--- src/rtl/core/sled_pkg.sv ---
// Package for the string literal escape decoder: item structs, result kinds,
// phase codes and the escape and hex digit lookup functions.
// No dependencies.
package sled_pkg;

    // Result kinds.
    localparam logic [1:0] KIND_DATA   = 2'd0;
    localparam logic [1:0] KIND_CLOSED = 2'd1;
    localparam logic [1:0] KIND_NEWLN  = 2'd2;
    localparam logic [1:0] KIND_EOI    = 2'd3;

    // Character codes.
    localparam logic [7:0] CH_BSLASH = 8'h5c;
    localparam logic [7:0] CH_DQUOTE = 8'h22;
    localparam logic [7:0] CH_SLASH  = 8'h2f;
    localparam logic [7:0] CH_CR     = 8'h0d;
    localparam logic [7:0] CH_LF     = 8'h0a;
    localparam logic [7:0] CH_X      = 8'h78;
    localparam logic [7:0] CH_0      = 8'h30;
    localparam logic [7:0] CH_7      = 8'h37;
    localparam logic [7:0] CH_8      = 8'h38;
    localparam logic [7:0] CH_9      = 8'h39;

    // Decode phases.
    typedef enum logic [4:0] {
        PH_NORMAL    = 5'b00001,
        PH_BACKSLASH = 5'b00010,
        PH_HEX0      = 5'b00100,
        PH_HEX1      = 5'b01000,
        PH_OCTAL     = 5'b10000
    } t_phase;

    typedef struct packed {
        logic [7:0] char_code;
        logic       end_of_input;
    } t_in_item;

    typedef struct packed {
        logic [7:0] out_byte;
        logic [1:0] kind;
        logic       last;
    } t_out_item;

    // Outcome of handling one byte as a plain body byte.
    typedef struct packed {
        logic      emit;
        t_out_item res;
        logic      to_bslash;
        logic      end_lit;
    } t_norm;

    // Simple escapes: {hit, decoded byte}.
    function automatic logic [8:0] esc_lookup(input logic [7:0] c);
        logic [8:0] r;
        begin
            unique case (c)
                8'h5c:   r = {1'b1, 8'h5c};
                8'h61:   r = {1'b1, 8'h07};
                8'h62:   r = {1'b1, 8'h08};
                8'h66:   r = {1'b1, 8'h0c};
                8'h6e:   r = {1'b1, 8'h0a};
                8'h72:   r = {1'b1, 8'h0d};
                8'h74:   r = {1'b1, 8'h09};
                8'h76:   r = {1'b1, 8'h0b};
                8'h22:   r = {1'b1, 8'h22};
                8'h2f:   r = {1'b1, 8'h2f};
                default: r = 9'd0;
            endcase
            return r;
        end
    endfunction

    // Hex digit: {valid, value}.
    function automatic logic [4:0] hex_digit(input logic [7:0] c);
        logic [4:0] r;
        begin
            if (c >= 8'h30 && c <= 8'h39) begin
                r = {1'b1, c[3:0]};
            end else if ((c >= 8'h61 && c <= 8'h66) || (c >= 8'h41 && c <= 8'h46)) begin
                r = {1'b1, c[3:0] + 4'd9};
            end else begin
                r = 5'd0;
            end
            return r;
        end
    endfunction

    // A byte of the literal body outside any escape.
    function automatic t_norm normal_step(input logic [7:0] c, input logic eoi,
                                         input logic regex);
        t_norm r;
        logic [7:0] endc;
        begin
            endc = regex ? CH_SLASH : CH_DQUOTE;
            r = '0;
            if (eoi) begin
                r.emit = 1'b1;
                r.res.kind = KIND_EOI;
                r.end_lit = 1'b1;
            end else if (c == CH_CR) begin
                r.emit = 1'b0;
            end else if (c == endc) begin
                r.emit = 1'b1;
                r.res.kind = KIND_CLOSED;
                r.end_lit = 1'b1;
            end else if (c == CH_LF) begin
                r.emit = 1'b1;
                r.res.kind = KIND_NEWLN;
                r.end_lit = 1'b1;
            end else if (c == CH_BSLASH) begin
                r.to_bslash = 1'b1;
            end else begin
                r.emit = 1'b1;
                r.res.out_byte = c;
                r.res.kind = KIND_DATA;
            end
            return r;
        end
    endfunction

endpackage

--- src/rtl/core/string_literal_escape_decoder_core.sv ---
// Top level of the string literal escape decoder: decode logic and a
// four-entry result queue. Depends on sled_pkg.
//
//  channel  | handshake                  | payload
//  ---------+----------------------------+---------------------------
//  in       | i_in_valid / o_in_stall    | i_in_item  (t_in_item)
//  out      | o_out_valid / i_out_stall  | o_out_item (t_out_item)
//  cfg      | i_cfg_valid / o_cfg_ready  | i_cfg_data (regex_mode)
//
// One input item is decoded in the cycle it is accepted, one item per cycle.
// Its zero, one or two results are written to the result queue and appear on
// the output from the next cycle, one per cycle; the queue sets the rate.
// Input stalls while the queue holds more than two results. The output drains
// one result per cycle, so once the queue has filled, the second result of an
// item holds back the input; every output stall adds to that.
// Synchronous reset clears the phase, mode and queue.
module string_literal_escape_decoder_core (
    input  logic                 i_clk,
    input  logic                 i_rst_n,
    input  logic                 i_in_valid,
    output logic                 o_in_stall,
    input  sled_pkg::t_in_item   i_in_item,
    output logic                 o_out_valid,
    input  logic                 i_out_stall,
    output sled_pkg::t_out_item  o_out_item,
    input  logic                 i_cfg_valid,
    output logic                 o_cfg_ready,
    input  logic                 i_cfg_data
);

    sled_pkg::t_phase    r_phase, n_phase;
    logic [8:0]          r_val, n_val;
    logic [1:0]          r_cnt, n_cnt;
    logic                r_regex;

    sled_pkg::t_out_item r_fifo [4];
    logic [1:0]          r_wptr, r_rptr;
    logic [2:0]          r_count;

    logic                in_acc, out_acc;
    logic [7:0]          c;
    logic                eoi;
    logic                pre_v;
    sled_pkg::t_out_item pre;
    logic                use_norm;
    sled_pkg::t_norm     nrm, nrm_calc;
    logic [8:0]          esc;
    logic [4:0]          hd;
    logic [1:0]          n_res;
    sled_pkg::t_out_item slot0, slot1;

    assign c      = i_in_item.char_code;
    assign eoi    = i_in_item.end_of_input;
    assign in_acc = i_in_valid && !o_in_stall;
    assign out_acc = o_out_valid && !i_out_stall;
    assign o_in_stall  = (r_count > 3'd2);
    assign o_out_valid = (r_count != 3'd0);
    assign o_out_item  = r_fifo[r_rptr];
    assign o_cfg_ready = 1'b1;

    assign nrm_calc = sled_pkg::normal_step(c, eoi, r_regex);
    assign esc      = sled_pkg::esc_lookup(c);
    assign hd       = sled_pkg::hex_digit(c);

    always_comb begin
        n_phase  = r_phase;
        n_val    = r_val;
        n_cnt    = r_cnt;
        pre_v    = 1'b0;
        pre      = '0;
        use_norm = 1'b0;
        nrm      = '0;
        unique case (r_phase)
            sled_pkg::PH_BACKSLASH: begin
                if (eoi) begin
                    pre_v = r_regex;
                    pre.out_byte = sled_pkg::CH_BSLASH;
                    use_norm = 1'b1;
                end else if (c == sled_pkg::CH_CR) begin
                    n_phase = sled_pkg::PH_BACKSLASH;
                end else if (c == sled_pkg::CH_LF) begin
                    n_phase = sled_pkg::PH_NORMAL;
                end else if (esc[8]) begin
                    pre_v = 1'b1;
                    pre.out_byte = esc[7:0];
                    // A decoded backslash is doubled for the regex engine.
                    nrm.emit = r_regex && (esc[7:0] == sled_pkg::CH_BSLASH);
                    nrm.res.out_byte = sled_pkg::CH_BSLASH;
                    n_phase = sled_pkg::PH_NORMAL;
                end else if (c == sled_pkg::CH_X) begin
                    n_phase = sled_pkg::PH_HEX0;
                end else if (c >= sled_pkg::CH_0 && c <= sled_pkg::CH_7) begin
                    n_val = {6'd0, c[2:0]};
                    n_cnt = 2'd1;
                    n_phase = sled_pkg::PH_OCTAL;
                end else if (c == sled_pkg::CH_8 || c == sled_pkg::CH_9) begin
                    pre_v = 1'b1;
                    pre.out_byte = c;
                    n_phase = sled_pkg::PH_NORMAL;
                end else begin
                    pre_v = r_regex;
                    pre.out_byte = sled_pkg::CH_BSLASH;
                    use_norm = 1'b1;
                end
            end
            sled_pkg::PH_HEX0: begin
                if (!eoi && c == sled_pkg::CH_CR) begin
                    n_phase = sled_pkg::PH_HEX0;
                end else if (!eoi && hd[4]) begin
                    n_val = {5'd0, hd[3:0]};
                    n_phase = sled_pkg::PH_HEX1;
                end else begin
                    pre_v = 1'b1;
                    pre.out_byte = sled_pkg::CH_X;
                    use_norm = 1'b1;
                end
            end
            sled_pkg::PH_HEX1: begin
                if (!eoi && c == sled_pkg::CH_CR) begin
                    n_phase = sled_pkg::PH_HEX1;
                end else if (!eoi && hd[4]) begin
                    pre_v = 1'b1;
                    pre.out_byte = {r_val[3:0], hd[3:0]};
                    n_val = 9'd0;
                    n_phase = sled_pkg::PH_NORMAL;
                end else begin
                    pre_v = 1'b1;
                    pre.out_byte = r_val[7:0];
                    n_val = 9'd0;
                    use_norm = 1'b1;
                end
            end
            sled_pkg::PH_OCTAL: begin
                if (!eoi && c == sled_pkg::CH_CR) begin
                    n_phase = sled_pkg::PH_OCTAL;
                end else if (!eoi && c >= sled_pkg::CH_0 && c <= sled_pkg::CH_7
                             && r_cnt != 2'd3) begin
                    if (r_cnt == 2'd2) begin
                        // Third digit: the value goes out at once.
                        pre_v = 1'b1;
                        pre.out_byte = {r_val[4:0], c[2:0]};
                        n_val = 9'd0;
                        n_cnt = 2'd0;
                        n_phase = sled_pkg::PH_NORMAL;
                    end else begin
                        n_val = {r_val[5:0], c[2:0]};
                        n_cnt = r_cnt + 2'd1;
                    end
                end else begin
                    pre_v = 1'b1;
                    pre.out_byte = r_val[7:0];
                    n_val = 9'd0;
                    n_cnt = 2'd0;
                    use_norm = 1'b1;
                end
            end
            default: begin
                use_norm = 1'b1;
            end
        endcase

        // The terminating byte of an escape is handled again as a body byte.
        if (use_norm) begin
            nrm = nrm_calc;
            n_phase = nrm_calc.to_bslash ? sled_pkg::PH_BACKSLASH : sled_pkg::PH_NORMAL;
            if (nrm_calc.end_lit) begin
                n_val = 9'd0;
                n_cnt = 2'd0;
            end
        end

        slot0 = '0;
        slot1 = '0;
        if (pre_v) begin
            slot0 = pre;
            slot1 = nrm.res;
            n_res = nrm.emit ? 2'd2 : 2'd1;
        end else begin
            slot0 = nrm.res;
            n_res = nrm.emit ? 2'd1 : 2'd0;
        end
        if (n_res == 2'd2) begin
            slot1.last = 1'b1;
        end else begin
            slot0.last = 1'b1;
        end
    end

    always_ff @(posedge i_clk) begin
        if (!i_rst_n) begin
            r_phase <= sled_pkg::PH_NORMAL;
            r_val   <= 9'd0;
            r_cnt   <= 2'd0;
            r_regex <= 1'b0;
            r_wptr  <= 2'd0;
            r_rptr  <= 2'd0;
            r_count <= 3'd0;
        end else begin
            if (i_cfg_valid && o_cfg_ready) begin
                r_regex <= i_cfg_data;
            end
            if (in_acc) begin
                r_phase <= n_phase;
                r_val   <= n_val;
                r_cnt   <= n_cnt;
                r_wptr  <= r_wptr + n_res;
            end
            if (out_acc) begin
                r_rptr <= r_rptr + 2'd1;
            end
            r_count <= r_count + (in_acc ? {1'b0, n_res} : 3'd0)
                       - (out_acc ? 3'd1 : 3'd0);
        end
    end

    always_ff @(posedge i_clk) begin
        if (in_acc && n_res != 2'd0) begin
            r_fifo[r_wptr] <= slot0;
        end
        if (in_acc && n_res == 2'd2) begin
            r_fifo[r_wptr + 2'd1] <= slot1;
        end
    end

endmodule

--- config.mk ---
export PLATFORM = sky130hd
export DESIGN_NAME = string_literal_escape_decoder_core
export DESIGN_NICKNAME = d
export VERILOG_FILES = /design/src/rtl/core/sled_pkg.sv /design/src/rtl/core/string_literal_escape_decoder_core.sv
export SDC_FILE = /design/constraint.sdc
export NUM_CORES = 1
export LEC_CHECK = 0
export BUFFER_PORTS_ARGS = -buffer_cell sky130_fd_sc_hd__buf_4
export CORE_MARGIN = 10
export CORE_UTILIZATION = 62
export DETAILED_ROUTE_END_ITERATION = 12
export PLACE_DENSITY = 0.89
export SYNTH_ARGS = -nofsm -noshare
export SYNTH_HDL_FRONTEND = slang
export SYNTH_SLANG_ARGS = --single-unit
--- constraint.sdc ---
create_clock -name i_clk -period 7.2 [get_ports i_clk]
set_clock_uncertainty 0.05 [all_clocks]
set_input_delay 1.44 -clock i_clk [delete_from_list [all_inputs] [get_ports i_clk]]
set_output_delay 1.44 -clock i_clk [all_outputs]
set_load 0.02 [all_outputs]
==> results_dict.tcl <==
set metrics [dict create \
    status "complete, no violations" \
    crit_arrival_ps 5550 \
    postCtsSetupRepairBufs 0 \
    path_max_fanout 12 \
    post_drt_via_cell_ratio 7.02 \
    yosys_warnings 0 \
    critPathMaxStageDelay_ps 590 \
    max_freq_mhz 181 \
    synth-seq-area-share 0.349 \
    antenna_found_initial 0 \
    grt_max_degree 27 \
    insertion_delay_ps 360 \
    cp.buffers_inverters 2 \
    cts_tree "yes" \
    first_pass_iters 6 \
    hpwl_um 10700 \
    power_switching_mw 0.404 \
    post_cts_resized 0 \
    synthCells 550 \
    ir_drop_v 0.000118 \
    syn_avg_cell_area_um2 9.50 \
    p_int_mw 0.824 \
    io_buffers 27 \
    setup-violations-final 0 \
    pwr-share-clk 0.307 \
    ys_async_sr_fraction 0 \
    holdCritPathClass "reg2reg" \
    cp-start-kind "input pin" \
    place_ws_ps 1420 \
    cellLeakagePower_nw 1.92 \
    critPathSlowestCell "nor3_1" \
    p_sw_frac 0.329 \
    crit_path_frequent_cell "nand2_1" \
    tightest_slew_ps 1020 \
    yosysUniqueCellTypes 90 \
    cts.clk_slew.worst_paths_ps 90 \
    syn_to_final_growth_pct 7.38 \
    critical_path.top_delay_family "simple AND/OR/NAND/NOR gates" \
    hold_violations 0 \
    grt_setup_unrepaired "false" \
    pwr-share-comb 0.280 \
    final_cell_mix "nand2_1, edfxtp_1, nor2_1, a21oi_1, buf_4" \
    grt_pass1_wl_um 23600 \
    num_rows 33 \
    drtAntennaViolNets 0 \
    ys_ff_latch 69 \
    synth-edff-count 44 \
    finalMaxSlewViolations 0 \
    crit_required_ps 7230 \
    clockBufferDepth 2 \
    endpoint_kind "flop" \
    relSlewSlack 0.316 \
    p_per_area_nw_per_um2 219 \
    cts-root-buf "clkbuf_8" \
    nets 581 \
    globalplace.congestion 1.03 \
    ctsHtreeMaxLevel 3 \
    power.share.sequential 0.414 \
    die_x_um 112 \
    postCtsHoldBufs 0 \
    grt-ovfl-total 0 \
    wl_um 14700 \
    synth_ff_type "edfxtp_1" \
    cts.sinks 69 \
    path_class "in2reg" \
    die_y_um 112 \
    dr_total_vias 4644 \
    dieArea_um2 12500 \
    finalCritPeriodShare 0.766 \
    synth_fp_nets 579 \
    grt_usage 0.229 \
    timing.max_cap.violations 0 \
    routedWlPerCell_um 22.2 \
    drc 0 \
    drive_above_1_share 0.163 \
    path_cells "buf_4 > inv_1 > ha_1 > nor3b_1 > o21a_1 > nor3_2 > nand4_1 > nand2_1 > o21ai_0 > nand2_1 > ha_1 > nand2_1 > nor3_1 > xnor2_1 > o22ai_1" \
    grt_pass1_vias 4554 \
    netlist_area_um2 5220 \
    diodes 0 \
    drtIter0Drc 557 \
    cts_buffers 9 \
    final_common_cell "nand2_1" \
    fp.coreArea_um2 8220 \
    period_minus_slack_ps 5510 \
    pin_count 29 \
    setup_ws_ps 1690 \
    fin_tns_setup_ps 0 \
    initial_core_util 0.636 \
]
==> logic make-up (layout without fill, tap and decap cells) <==
family / after synthesis / in the layout / synth area share
xor+xnor: 11 / 11 / 0.0228
other cells: 1 / 1 / 0.000718
compound gates: 151 / 151 / 0.214
fa+ha+maj: 14 / 14 / 0.0350
simple gates: 207 / 207 / 0.221
flops: 69 / 69 / 0.349
mux: 40 / 40 / 0.104
buf+inv: 57 / 64 / 0.0534
==> cell type report <==
type                    instances  area (um^2)
fillers                       604         2610
clock buffers                   9          124
clock inverters                 7          105
repair buffers                 31          233
inverters                      17         66.3
multi-input cells             424         3130
flip-flops and latches         69         1820
well taps                     105          131
==> metal layers <==
metal  share of wire  vias up  global-route usage
met1            0.37     2148               0.283
met5               0        -                   0
met2            0.48      350               0.378
met4           0.040        0              0.0994
li1                -     2091                   -
met3            0.11       55              0.0440
==> Yosys cell counts (5+ instances only) <==
library cell,count,area share
buf_2,9,0.0086
nand4_1,7,0.0084
a211oi_1,5,0.0072
o21ai_0,25,0.024
and2_1,13,0.016
nand2b_1,10,0.012
buf_4,5,0.0072
nor3_1,11,0.011
a21boi_0,6,0.0086
mux4_2,11,0.047
nand2_1,48,0.034
nor3b_1,6,0.0086
xnor2_1,5,0.0084
o211ai_1,8,0.012
nor2_1,41,0.029
mux2i_1,26,0.050
a31oi_1,10,0.012
o22ai_1,12,0.014
dfxtp_1,25,0.096
o21ai_1,5,0.0048
a21oi_1,31,0.030
edfxtp_1,44,0.25
o221ai_1,5,0.0084
and3_1,6,0.0072
clkbuf_1,19,0.014
nand3b_1,5,0.0072
or3_1,7,0.0084
nor2b_1,8,0.0096
nor4_1,5,0.0060
nand3_1,18,0.017
inv_1,16,0.012
ha_1,13,0.031
==> worst paths after layout <==
check	slack, ps	cells past startpoint	to	startpoint
max	1690	15	r_fifo[1][3]$_DFFE_PP_	i_in_item[1]
min	470	2	r_val[6]$_SDFFE_PN0P_	r_val[6]$_SDFFE_PN0P_
max reg2reg	2610	12	r_fifo[1][3]$_DFFE_PP_	r_phase[4]$_SDFFE_PN0P_
min reg2reg	470	2	r_val[6]$_SDFFE_PN0P_	r_val[6]$_SDFFE_PN0P_
==> flip-flops by register name, indices dropped and copies added, names as in the netlist, named ones only <==
| name | count |
|---|---|
| r_phase | 5 |
| r_val | 8 |
| r_count | 3 |
| r_rptr | 2 |
| r_wptr | 2 |
| r_regex | 1 |
| r_fifo | 44 |
| r_cnt | 2 |
==> worst min-delay path: stages, from the launching register on <==
cell	delay, ps
dfxtp_1	340
inv_1	50
o21ai_0	80
==> metrics by stage <==
step                cells  cell area [um^2]  power (mW)  hold slack [ps]   util
finish                662              5610        1.23              471  0.683
global route          662              5610        1.29              482  0.683
CTS                   662              5610        1.23              474  0.683
detailed placement    646              5380       0.860              462  0.655
global placement      646              5380       0.846              440  0.655
floorplan             550              5220       0.750              406      -
==> power by group through the flow <==
stage | sequential (mW) | clock, mW | combinational [mW]
floorplan | 0.488 | 0 | 0.262
global placement | 0.514 | 0 | 0.333
detailed placement | 0.518 | 0 | 0.342
CTS | 0.509 | 0.379 | 0.344
global route | 0.515 | 0.395 | 0.375
finish | 0.508 | 0.377 | 0.343
No activity file was read; power rests on OpenSTA's default activity.
